### config.mk
export PLATFORM = sky130hd
export DESIGN_NAME = dual_token_bucket_limiter
export DESIGN_NICKNAME = d
export VERILOG_FILES = /design/src/hw/rtl/dtbl_pkg.sv /design/src/hw/rtl/dual_token_bucket_limiter.sv /design/src/hw/rtl/dtbl_div.sv /design/src/hw/rtl/dtbl_dp.sv /design/src/hw/rtl/dtbl_ctrl.sv
export VERILOG_INCLUDE_DIRS = /design/src /design/src/hw/rtl
export SDC_FILE = /design/constraint.sdc
export NUM_CORES = 2
export LEC_CHECK = 0
export BUFFER_PORTS_ARGS = -buffer_cell sky130_fd_sc_hd__buf_2
export CORE_MARGIN = 4
export CORE_UTILIZATION = 25
export CTS_BUF_LIST = sky130_fd_sc_hd__clkbuf_2
export CTS_CLUSTER_SIZE = 16
export DETAILED_ROUTE_END_ITERATION = 7
export GPL_TIMING_DRIVEN = 0
export SYNTH_ARGS = -nofsm -noshare
export SYNTH_HDL_FRONTEND = slang
export SYNTH_SLANG_ARGS = --single-unit
### constraint.sdc
create_clock -name clk -period 8.6 [get_ports clk]
set_input_delay 0.86 -clock clk [delete_from_list [all_inputs] [get_ports clk]]
set_output_delay 0.86 -clock clk [all_outputs]
set_load 0.01 [all_outputs]
### src/hw/rtl/dual_token_bucket_limiter_macros.svh
// Assertion helpers for the limiter
`ifndef DUAL_TOKEN_BUCKET_LIMITER_MACROS_SVH
`define DUAL_TOKEN_BUCKET_LIMITER_MACROS_SVH

// Same-cycle implication, checked outside reset
`define DTBL_ASSERT_NOW(label, clk, rst_n, ante, cons, msg) \
	label: assert property (@(posedge clk) disable iff (!rst_n) (ante) |-> (cons)) else $error(msg);

// Next-cycle implication, checked outside reset
`define DTBL_ASSERT_NEXT(label, clk, rst_n, ante, cons, msg) \
	label: assert property (@(posedge clk) disable iff (!rst_n) (ante) |=> (cons)) else $error(msg);

`endif

### src/hw/rtl/dtbl_pkg.sv
package dtbl_pkg;

	localparam int REQ_W      = 24;
	localparam int RATE_W     = 32;
	localparam int WAIT_W     = 35;
	localparam int CFG_IDX_W  = 1;
	localparam int CFG_DATA_W = 32;

	localparam logic [WAIT_W-1:0] WAIT_MAX = '1;

	localparam logic CMD_TICK = 1'b0;
	localparam logic CMD_REQ  = 1'b1;

	localparam logic [CFG_IDX_W-1:0] REG_GLOBAL_RATE = 1'b0;
	localparam logic [CFG_IDX_W-1:0] REG_CONN_RATE   = 1'b1;

	typedef struct packed {
		logic             cmd;
		logic [REQ_W-1:0] request_bytes;
	} item_t;

	typedef struct packed {
		logic              granted;
		logic [WAIT_W-1:0] wait_ticks;
	} result_t;

	// controller to datapath
	typedef struct packed {
		logic load;
		logic tick;
		logic eval;
		logic div_step;
		logic round;
		logic out_load;
	} dtbl_cmd_t;

	// datapath to controller
	typedef struct packed {
		logic grant;
	} dtbl_stat_t;

	typedef struct packed {
		logic start;
		logic step;
		logic round;
	} div_cmd_t;

endpackage

### src/hw/rtl/dual_token_bucket_limiter.sv
// Tick beat: buckets update at the edge that takes it, no result.
// Request granted at once or from the buckets: result registers via S_EVAL and S_DONE.
// Refused request: result registers via S_EVAL, S_DIV, S_RND and S_DONE; the wait
// comes from a restoring divider that retires one quotient bit per cycle.
// One request at a time; the next beat is taken the cycle after the result registers.
// Reset clears both rates and both buckets, so every request is granted.
`include "dual_token_bucket_limiter_macros.svh"

module dual_token_bucket_limiter #(
	parameter int FRACTION_BITS = 10,
	parameter int REQUEST_BITS  = 24
) (
	input  logic                            clk,
	input  logic                            arst_n,
	input  logic                            cfg_wr_en,
	input  logic [dtbl_pkg::CFG_IDX_W-1:0]  cfg_index,
	input  logic [dtbl_pkg::CFG_DATA_W-1:0] cfg_data,
	input  logic                            item_valid,
	output logic                            item_stall,
	input  dtbl_pkg::item_t                 item,
	output logic                            result_valid,
	input  logic                            result_stall,
	output dtbl_pkg::result_t               result
);
	import dtbl_pkg::*;

	dtbl_cmd_t  cmd;
	dtbl_stat_t stat;

	dtbl_ctrl #(.FRACTION_BITS(FRACTION_BITS)) u_ctrl (
		.clk          (clk),
		.arst_n       (arst_n),
		.item_valid   (item_valid),
		.item_cmd     (item.cmd),
		.item_stall   (item_stall),
		.result_valid (result_valid),
		.result_stall (result_stall),
		.cmd          (cmd),
		.stat         (stat)
	);

	dtbl_dp #(
		.FRACTION_BITS (FRACTION_BITS),
		.REQUEST_BITS  (REQUEST_BITS)
	) u_dp (
		.clk       (clk),
		.arst_n    (arst_n),
		.cfg_wr_en (cfg_wr_en),
		.cfg_index (cfg_index),
		.cfg_data  (cfg_data),
		.item      (item),
		.cmd       (cmd),
		.stat      (stat),
		.result    (result)
	);

	`DTBL_ASSERT_NOW(a_grant_no_wait, clk, arst_n, result_valid && result.granted, result.wait_ticks == '0, "granted result carries a wait")
	`DTBL_ASSERT_NEXT(a_req_busy, clk, arst_n, item_valid && !item_stall && (item.cmd == CMD_REQ), item_stall, "request beat did not block intake")
	`DTBL_ASSERT_NEXT(a_tick_silent, clk, arst_n, item_valid && !item_stall && (item.cmd == CMD_TICK) && !result_valid, !result_valid, "tick beat produced a result")

endmodule

### src/hw/rtl/dtbl_div.sv
module dtbl_div #(
	parameter int DW = 34,
	parameter int VW = 32
) (
	input  logic              clk,
	input  dtbl_pkg::div_cmd_t cmd,
	input  logic [DW-1:0]     dividend,
	input  logic [VW-1:0]     divisor,
	output logic [DW:0]       quot_ceil
);
	import dtbl_pkg::*;

	logic [DW-1:0] dvd_q;
	logic [VW-1:0] rem_q;
	logic [VW-1:0] dsr_q;
	logic          zero_q;
	logic [DW:0]   res_q;

	logic [VW:0]   trial;
	logic [VW:0]   diff;
	logic          ge;

	// restoring division, one quotient bit per step; quotient shifts into dvd_q
	assign trial = {rem_q, dvd_q[DW-1]};
	assign ge    = trial >= {1'b0, dsr_q};
	assign diff  = trial - {1'b0, dsr_q};

	always_ff @(posedge clk) begin
		if (cmd.start) begin
			dvd_q  <= dividend;
			rem_q  <= '0;
			dsr_q  <= divisor;
			zero_q <= (divisor == '0) || (dividend == '0);
		end else if (cmd.step) begin
			dvd_q <= {dvd_q[DW-2:0], ge};
			rem_q <= ge ? diff[VW-1:0] : trial[VW-1:0];
		end
		// round up when a remainder is left
		if (cmd.round) begin
			res_q <= zero_q ? '0 : ({1'b0, dvd_q} + {{DW{1'b0}}, (rem_q != '0)});
		end
	end

	assign quot_ceil = res_q;

endmodule

### src/hw/rtl/dtbl_dp.sv
module dtbl_dp #(
	parameter int FRACTION_BITS = 10,
	parameter int REQUEST_BITS  = 24
) (
	input  logic                                clk,
	input  logic                                arst_n,
	input  logic                                cfg_wr_en,
	input  logic [dtbl_pkg::CFG_IDX_W-1:0]      cfg_index,
	input  logic [dtbl_pkg::CFG_DATA_W-1:0]     cfg_data,
	input  dtbl_pkg::item_t                     item,
	input  dtbl_pkg::dtbl_cmd_t                 cmd,
	output dtbl_pkg::dtbl_stat_t                stat,
	output dtbl_pkg::result_t                   result
);
	import dtbl_pkg::*;

	localparam int TW = RATE_W + FRACTION_BITS;
	localparam int MW = REQ_W + FRACTION_BITS;
	localparam int RB = (REQUEST_BITS < REQ_W) ? REQUEST_BITS : REQ_W;
	localparam int XW = (MW + 1 > WAIT_W) ? MW + 1 : WAIT_W;
	localparam logic [REQ_W-1:0] BYTE_MASK = REQ_W'((64'd1 << RB) - 64'd1);

	logic [RATE_W-1:0] grate_q, crate_q;
	logic [TW-1:0]     gtok_q, ctok_q;
	logic [REQ_W-1:0]  bytes_q;
	logic              grant_q;
	result_t           res_q;

	logic [RATE_W-1:0] grate_nx, crate_nx;
	logic [TW-1:0]     gcap, ccap;
	logic [TW:0]       gsum, csum;
	logic [TW-1:0]     gtick, ctick;
	logic [MW-1:0]     need;
	logic [TW-1:0]     need_t;
	logic [TW-1:0]     gshort, cshort;
	logic              quick, ok;
	div_cmd_t          dcmd;
	logic [MW:0]       wg, wc, wmax;
	logic [XW-1:0]     wx;
	logic [WAIT_W-1:0] wsat;

	always_comb begin
		grate_nx = grate_q;
		crate_nx = crate_q;
		unique case (cfg_index)
			REG_GLOBAL_RATE: grate_nx = cfg_data;
			REG_CONN_RATE:   crate_nx = cfg_data;
			default: ;
		endcase
	end

	assign gcap  = TW'(grate_q) << FRACTION_BITS;
	assign ccap  = TW'(crate_q) << FRACTION_BITS;
	assign gsum  = {1'b0, gtok_q} + (TW+1)'(grate_q);
	assign csum  = {1'b0, ctok_q} + (TW+1)'(crate_q);
	assign gtick = (grate_q == '0) ? '0 : ((gsum > {1'b0, gcap}) ? gcap : gsum[TW-1:0]);
	assign ctick = (crate_q == '0) ? '0 : ((csum > {1'b0, ccap}) ? ccap : csum[TW-1:0]);

	assign need   = MW'(bytes_q) << FRACTION_BITS;
	assign need_t = TW'(need);
	assign gshort = ((grate_q != '0) && (need_t > gtok_q)) ? (need_t - gtok_q) : '0;
	assign cshort = ((crate_q != '0) && (need_t > ctok_q)) ? (need_t - ctok_q) : '0;
	assign quick  = (bytes_q == '0) || ((grate_q == '0) && (crate_q == '0));
	assign ok     = (gshort == '0) && (cshort == '0);

	assign stat.grant = quick || ok;

	always_ff @(posedge clk or negedge arst_n) begin
		if (!arst_n) begin
			grate_q <= '0;
			crate_q <= '0;
			gtok_q  <= '0;
			ctok_q  <= '0;
		end else if (cfg_wr_en) begin
			// new rate refills both buckets to capacity
			grate_q <= grate_nx;
			crate_q <= crate_nx;
			gtok_q  <= TW'(grate_nx) << FRACTION_BITS;
			ctok_q  <= TW'(crate_nx) << FRACTION_BITS;
		end else if (cmd.tick) begin
			gtok_q <= gtick;
			ctok_q <= ctick;
		end else if (cmd.eval && ok && !quick) begin
			if (grate_q != '0) gtok_q <= gtok_q - need_t;
			if (crate_q != '0) ctok_q <= ctok_q - need_t;
		end
	end

	assign dcmd.start = cmd.eval;
	assign dcmd.step  = cmd.div_step;
	assign dcmd.round = cmd.round;

	dtbl_div #(.DW(MW), .VW(RATE_W)) u_div_g (
		.clk       (clk),
		.cmd       (dcmd),
		.dividend  (gshort[MW-1:0]),
		.divisor   (grate_q),
		.quot_ceil (wg)
	);

	dtbl_div #(.DW(MW), .VW(RATE_W)) u_div_c (
		.clk       (clk),
		.cmd       (dcmd),
		.dividend  (cshort[MW-1:0]),
		.divisor   (crate_q),
		.quot_ceil (wc)
	);

	assign wmax = (wg > wc) ? wg : wc;
	assign wx   = XW'(wmax);
	assign wsat = (wx > XW'(WAIT_MAX)) ? WAIT_MAX : wx[WAIT_W-1:0];

	always_ff @(posedge clk) begin
		if (cmd.load) bytes_q <= item.request_bytes & BYTE_MASK;
		if (cmd.eval) grant_q <= quick || ok;
		if (cmd.out_load) begin
			res_q.granted    <= grant_q;
			res_q.wait_ticks <= grant_q ? '0 : wsat;
		end
	end

	assign result = res_q;

endmodule

### src/hw/rtl/dtbl_ctrl.sv
module dtbl_ctrl #(
	parameter int FRACTION_BITS = 10
) (
	input  logic                 clk,
	input  logic                 arst_n,
	input  logic                 item_valid,
	input  logic                 item_cmd,
	output logic                 item_stall,
	output logic                 result_valid,
	input  logic                 result_stall,
	output dtbl_pkg::dtbl_cmd_t  cmd,
	input  dtbl_pkg::dtbl_stat_t stat
);
	import dtbl_pkg::*;

	localparam int MW = REQ_W + FRACTION_BITS;
	localparam int CW = $clog2(MW);

	typedef enum logic [4:0] {
		S_IDLE = 5'b00001,
		S_EVAL = 5'b00010,
		S_DIV  = 5'b00100,
		S_RND  = 5'b01000,
		S_DONE = 5'b10000
	} state_t;

	state_t        state_q, state_nx;
	logic [CW-1:0] cnt_q, cnt_nx;
	logic          oval_q;
	logic          accept;
	logic          slot_free;

	assign item_stall = (state_q != S_IDLE);
	assign accept     = item_valid && !item_stall;
	assign slot_free  = !oval_q || !result_stall;

	always_comb begin
		state_nx = state_q;
		cnt_nx   = cnt_q;
		cmd      = '0;
		unique case (state_q)
			S_IDLE: begin
				cmd.load = accept;
				cmd.tick = accept && (item_cmd == CMD_TICK);
				if (accept && (item_cmd == CMD_REQ)) state_nx = S_EVAL;
			end
			S_EVAL: begin
				cmd.eval = 1'b1;
				cnt_nx   = '0;
				state_nx = stat.grant ? S_DONE : S_DIV;
			end
			S_DIV: begin
				cmd.div_step = 1'b1;
				if (cnt_q == CW'(MW - 1)) begin
					state_nx = S_RND;
				end else begin
					cnt_nx = cnt_q + 1'b1;
				end
			end
			S_RND: begin
				cmd.round = 1'b1;
				state_nx  = S_DONE;
			end
			S_DONE: begin
				// hold until the output register frees up
				if (slot_free) begin
					cmd.out_load = 1'b1;
					state_nx     = S_IDLE;
				end
			end
			default: state_nx = S_IDLE;
		endcase
	end

	always_ff @(posedge clk or negedge arst_n) begin
		if (!arst_n) begin
			state_q <= S_IDLE;
			cnt_q   <= '0;
			oval_q  <= 1'b0;
		end else begin
			state_q <= state_nx;
			cnt_q   <= cnt_nx;
			if (cmd.out_load) oval_q <= 1'b1;
			else if (!result_stall) oval_q <= 1'b0;
		end
	end

	assign result_valid = oval_q;

endmodule
* After elaboration in Yosys (flattened, before gate mapping) *
Index checks and enable logic that the tools add are counted.

storage, ports and cells
  logic and storage cells = 130
  bits in registers = 489
  input bits = 63
  output and inout port bits = 38

cells by class
  bitwise logic cells = 1
  reduce and logical (&&, ||, !) cells = 38
  equality and inequality tests = 12
  magnitude comparators = 8
  add/sub/neg operators = 11
  muxes and demuxes = 39

operators by type and width
  operator                                      number
  2-to-1 mux 42 bit                             14
  2-to-1 mux 34 bit                             4
  2-to-1 mux 32 bit                             4
  nonzero test 32 bit                           4
  adder 42 x 32 -> 43 bit                       2
  > comparator 43 x 42 -> 1 bit                 2
  > comparator 34 x 42 -> 1 bit                 2
  logical NOT 42 bit                            2
  subtractor 34 x 42 -> 42 bit                  2
  subtractor 42 x 34 -> 42 bit                  2
  adder 34 x 1 -> 35 bit                        2
  2-to-1 mux 35 bit                             2
  logical NOT 34 bit                            2
  greater-or-equal comparator 33 x 32 -> 1 bit  2
  logical NOT 32 bit                            2
  subtractor 32 bit                             2
  > comparator 35 bit                           1
  > comparator 35 bit, second input constant    1
  one-hot mux 5 bit (5 select lines)            1
  logical NOT 24 bit                            1
  2-to-1 mux 5 bit                              4
  one-hot mux 6 bit (2 select lines)            1
  logical AND 1 bit                             9
  nonzero test 3 bit                            3
  other kinds (19)                              38

* Logic depth before layout (Yosys ltp) *
  word-level depth = 10
  gate-level depth with buffers = 28
  depth with buffers taken out = 25

* By module *
A second synthesis with hierarchy kept.

second synthesis, totals
  cells, all modules = 4494
  area total of the unflattened synthesis = 39238.9 µm²

by module, submodules not included
  module                   times used  cells each  sequential area each (µm²)  area each (µm²)
  dtbl_dp                  1           2936        5535.3                      23119.7
  dtbl_div (u_dp.u_div_g)  1           751         3703.6                      7852.5
  dtbl_div (u_dp.u_div_c)  1           744         3703.6                      7621.1
  dtbl_ctrl                1           63          301.5                       645.6

* Least setup slack after synthesis *
OpenSTA, ideal clock, no wires.

  path kind = flip-flop to flip-flop
  start = register u_dp.crate_q[0]
  end = register u_dp.ctok_q[33]
  library setup time = 0.136 ns
  path slack = 2.336 ns
  path buffers = 3
  required time = 8.464 ns
  arrival = 6.128 ns
  period minus slack after synthesis = 6.264 ns
  stages on the path, launching flop included = 28
  cells stage by stage = dfrtp_1 -> ha_1 -> inv_1 -> fa_1 -> nand2b_1 -> a21oi_1 -> o21ai_0 -> a2111oi_0 -> o31a_1 -> o311ai_0 -> a31o_2 -> and2_1 -> clkbuf_1 -> nor4_1 -> xor2_1 -> ha_1 -> nand4_1 -> nor2_1 -> nand4b_1 -> or4_1 -> nor4_1 -> o211ai_1 -> o21ai_0 -> clkbuf_1 -> clkbuf_1 -> o21ai_0 -> a221oi_1 -> a31oi_1

on the way
  longest elaborated chain between the ends = 9
  elaborated cells between the ends (all ways) = 20
  classes of those cells = 1 x add/sub; 1 x order compare; 5 x mux; 13 x reduce/logical

RTL lines
  element                                                          line           source
  from (decl)                                                      dtbl_dp.sv:23  logic [RATE_W-1:0] grate_q, crate_q;
  from (signal assigned)                                           dtbl_dp.sv:77  crate_q <= crate_nx;
  branches (longest 9 deep; another with adder 42 x 32 -> 43 bit)  n/a
  to (signal assigned)                                             dtbl_dp.sv:79  ctok_q <= TW'(crate_nx) << FRACTION_BITS;
  to (signal assigned)                                             dtbl_dp.sv:82  ctok_q <= ctick;
  to (signal assigned)                                             dtbl_dp.sv:85  if (crate_q != '0) ctok_q <= ctok_q - need_t;
  to (decl)                                                        dtbl_dp.sv:24  logic [TW-1:0] gtok_q, ctok_q;

Several ways; the timed one is not identified.
A chain may end at the register's enable or synchronous reset.

* Worst setup path after layout *
  start = register u_dp.grate_q[0]
  end = register u_dp.gtok_q[34]

on the way
  longest elaborated chain between the ends = 9
  elaborated cells between the ends (all ways) = 20
  classes of those cells = 1 x add/sub; 1 x order compare; 5 x mux; 13 x reduce/logical

RTL lines
  element                                                          line           source
  from (decl)                                                      dtbl_dp.sv:23
  from (signal assigned)                                           dtbl_dp.sv:76  grate_q <= grate_nx;
  branches (longest 9 deep; another with adder 42 x 32 -> 43 bit)  n/a
  to (signal assigned)                                             dtbl_dp.sv:78  gtok_q <= TW'(grate_nx) << FRACTION_BITS;
  to (signal assigned)                                             dtbl_dp.sv:81  gtok_q <= gtick;
  to (signal assigned)                                             dtbl_dp.sv:84  if (grate_q != '0) gtok_q <= gtok_q - need_t;
  to (decl)                                                        dtbl_dp.sv:24

Several ways; the timed one is not identified.

==> qor.yml <==
htree_levels: 4
cap_viol_max_count: 1
synth-compound-area-share: 0.2138
gp_congestion: 0.9715
die_h_um: 396.6
worstPathRequired_ns: 9.98
core-area_um2: 150000
postLayoutCoreUtil: 0.2888
r2r_slack_ns: 0.34
fin_crit_sh: 0.9600
violations: "capacitance limit"
hpwlAfterDp_mm: 119.4
finalSetupTns_ns: 0
grt_max_degree: 93
fin_crit_ns: 8.256
async_reset_ff_frac: 0.3272
min_to: "u_dp.bytes_q[18]$_DFFE_PP_"
finalInstanceArea_um2: 43310
grt_pass1_wl_mm: 218.4
drcViolationCount: 0
synth_top_family_by_area: "compound AO/OA/AOI/OAI gates"
pin_count: 101
synth_flop_cell: "edfxtp_1"
end_kind: "register"
grt_usage: 0.1844
ys_seq_area_frac: 0.3508
portBuffers: 98
p_per_area_nw_per_um2: 254.8
syn-instance-count: 4332
r2r-start: "u_dp.grate_q[0]$_DFFE_PN0P_"
dpl_cell_area_um2: 40960
synth_area_per_cell_um2: 8.715
skew_ns: 0.1447
maxSlewViolCount: 0
drt_iter0_markers: 3577
drt-total-wl_mm: 150.4
crit_type: "register to register"
cts_max_path_buffers: 3
num_vias: 35670
report.final.setup_viol: 0
final_common_cell: "nand2_1"
cts_tree: "done"
maxSlewHeadroom: 0.01920
wl_per_cell_um: 22.08
tightest_slew_ns: 1.460
synth-xor-area-share: 0.06171
report.power.total_mw: 11.03
antenna_found_initial: 7
status: "complete, but fails checks"
grt_pass1_vias: 33920
holdPathStages: 2
ys_ff_latch: 489
synth_nets: 4732
die_w_um: 396.6
min_path_type: "input port to register"
ant_nets: 0
path_clk_slew_ns: 0.11
ys.warnings.count: 0
arrival_ns: 9.63
clock-sinks: 489
numCtsBuffers: 147
clk_latency_ns: 1.54
detail_route.first_pass.iterations: 8
area_growth_pct: 14.71
final.fill_count: 16290
gr-total-overflow: 0
worstHoldStart: "item[18]"
cts-root-buf: "clkbuf_2"
die_area_um2: 157300
yosys.area_share.simple: 0.1722
initial_core_util: 0.2518
synthMuxAreaShare: 0.03589
hold_violations: 0
r2r_end: "u_dp.gtok_q[34]$_DFFE_PN0P_"
syn-cell-area_um2: 37750
synth.distinct_cells: 100
cp-start-kind: "register"
synth_enable_flop_cells: 265
peakVddDrop_mv: 0.1344
most-common-layout-cells: "nand2_1, nor2_1, ha_1"
vias_per_cell: 5.236
p_leak_nw: 18.56
r2r_cells: 24
synth_fa_ha_area_frac: 0.1129
max_freq_ghz: 0.1211
row_count: 142
nets: 5071
cp_max_fo: 10
final_layout_size_suffix_gt1_frac: 0.09273
==> metrics by stage <==
step | hold WS, ns | cells | setup WS (ns)
3_3_place_gp | 0.4904 | 6446 | -1.377
2_1_floorplan | 0.4244 | 4332 | 2.336
4_1_cts | 0.006883 | 6802 | 0.03077
6_report | 0.1202 | 6813 | 0.3440
5_1_grt | 0.1047 | 6807 | -0.01074
3_5_place_dp | 0.4975 | 6453 | -1.500
==> area by class of cell <==
type | instances | area (um^2) | area share
diodes | 9 | 22.52 | 0.0005200
plain buffers | 195 | 767.0 | 0.01771
clock buffers | 210 | 1051 | 0.02427
clock inverters | 56 | 339.1 | 0.007829
inverters | 329 | 1237 | 0.02857
multi-input cells | 3319 | 22620 | 0.5222
flip-flops and latches | 489 | 13240 | 0.3058
well taps | 2016 | 2522 | 0.05824
repair buffers | 190 | 1511 | 0.03490
==> synthesized netlist by cell type (all sizes together) (11+ instances only) <==
library cell  instances  area share
a22oi                13      0.0029
o41ai                11      0.0028
a22o                 19      0.0044
buf                  18      0.0024
xnor2               160       0.037
mux2i               114       0.030
inv                 328       0.033
nand3                95       0.013
a2111oi              16      0.0039
a221oi               22      0.0051
nor2b                42      0.0070
nor2                337       0.034
dfrtp               159        0.11
a2bb2oi              11      0.0026
a21oi               319       0.042
clkbuf              177       0.018
or2                  21      0.0035
nand2               417       0.042
nor3                 71      0.0097
nand4                78       0.013
o31ai                61       0.012
o22ai                21      0.0035
or3                  41      0.0068
or4                  16      0.0033
dfxtp                64       0.034
mux2                 19      0.0057
a21o                143       0.029
and3                 38      0.0063
nand2b               42      0.0070
o21ai               299       0.040
o21a                 27      0.0054
o21bai               37      0.0075
o221ai               15      0.0035
ha                  331        0.11
o211ai               21      0.0042
a211oi               38      0.0076
nor4                 69       0.012
xor2                106       0.025
and2                 31      0.0051
a31oi                32      0.0053
edfxtp              265        0.21
==> worst max-delay path: stages, from the launching register on <==
cell and delay, ns:
dfrtp_1 0.51, ha_1 0.27, inv_1 0.07, fa_1 0.20, nand2b_1 0.14, a21oi_1 0.08
a211oi_1 0.59, o311ai_2 0.28, o31ai_1 0.64, a211oi_1 0.28, o211ai_1 0.48, a211oi_1 0.17
xnor2_1 0.20, ha_1 0.31, nand4_1 0.23, nor4_2 0.60, nand3_1 0.18, or4_1 0.47
o41a_1 0.48, nor3_4 0.51, o21bai_1 0.25, clkbuf_1 0.32, a222oi_1 0.58, a22o_1 0.23
a22oi_1 0.08
==> cell families after synthesis <==
| family | Yosys count |
|---|---|
| DFF | 489 |
| buffers and inverters | 524 |
| xor gates and xnor gates | 266 |
| and+or+nand+nor | 1346 |
| muxes | 133 |
| adders and majority gates | 337 |
| AOI/OAI and AO/OA | 1237 |
==> sequential cells by signal (all words and copies together) (netlist names), 5 cells and up <==
register and cells:
u_ctrl.cnt_q 6, u_ctrl.state_q 5, u_dp.bytes_q 24, u_dp.crate_q 32, u_dp.ctok_q 42, u_dp.grate_q 32
u_dp.gtok_q 42, u_dp.result 36, u_dp.u_div_c.dsr_q 32, u_dp.u_div_c.dvd_q 34, u_dp.u_div_c.quot_ceil 35, u_dp.u_div_c.rem_q 32
u_dp.u_div_g.dsr_q 32, u_dp.u_div_g.dvd_q 34, u_dp.u_div_g.quot_ceil 35, u_dp.u_div_g.rem_q 32
==> worst max path at each step <==
stage                                  end                        start  slack [ns]  depth (start not counted)
4_1_cts        u_dp.gtok_q[34]$_DFFE_PN0P_  u_dp.grate_q[0]$_DFFE_PN0P_        0.03                         24
3_5_place_dp   u_dp.ctok_q[33]$_DFFE_PN0P_  u_dp.crate_q[0]$_DFFE_PN0P_       -1.50                         27
2_1_floorplan  u_dp.ctok_q[33]$_DFFE_PN0P_  u_dp.crate_q[0]$_DFFE_PN0P_        2.34                         27
6_report       u_dp.gtok_q[34]$_DFFE_PN0P_  u_dp.grate_q[0]$_DFFE_PN0P_        0.34                         24
5_1_grt        u_dp.ctok_q[33]$_DFFE_PN0P_  u_dp.crate_q[0]$_DFFE_PN0P_       -0.01                         28
3_3_place_gp   u_dp.ctok_q[33]$_DFFE_PN0P_  u_dp.crate_q[0]$_DFFE_PN0P_       -1.38                         27
==> per-layer routing <==
| layer | up-vias | GRT usage | share of wire |
|---|---|---|---|
| li1 | 16610 | - | - |
| met1 | 17050 | 0.2450 | 0.43 |
| met2 | 1669 | 0.2762 | 0.42 |
| met3 | 341 | 0.05770 | 0.10 |
| met4 | 6 | 0.07554 | 0.041 |
| met5 | - | 0.005542 | 0.0010 |
==> report_power, final <==
part	switching, mW	internal, mW	total (mW)	leakage, nW
registers	0.388	2.68	3.07	4.93
logic	3.83	2.20	6.03	12.6
clock network	1.22	0.726	1.94	1.04
total	5.44	5.60	11.0	18.6
==> repair_timing <==
| action | CTS | global route |
|---|---|---|
| gates resized for setup | 7 | 17 |
| setup buffers | 0 | 2 |
| endpoints found under the setup margin | 60 | 75 |
| hold buffers | 83 | 0 |
| endpoints found under the hold margin | 347 | 0 |
| pin swaps | 0 | 1 |
No activity file was read; power rests on OpenSTA's default activity.
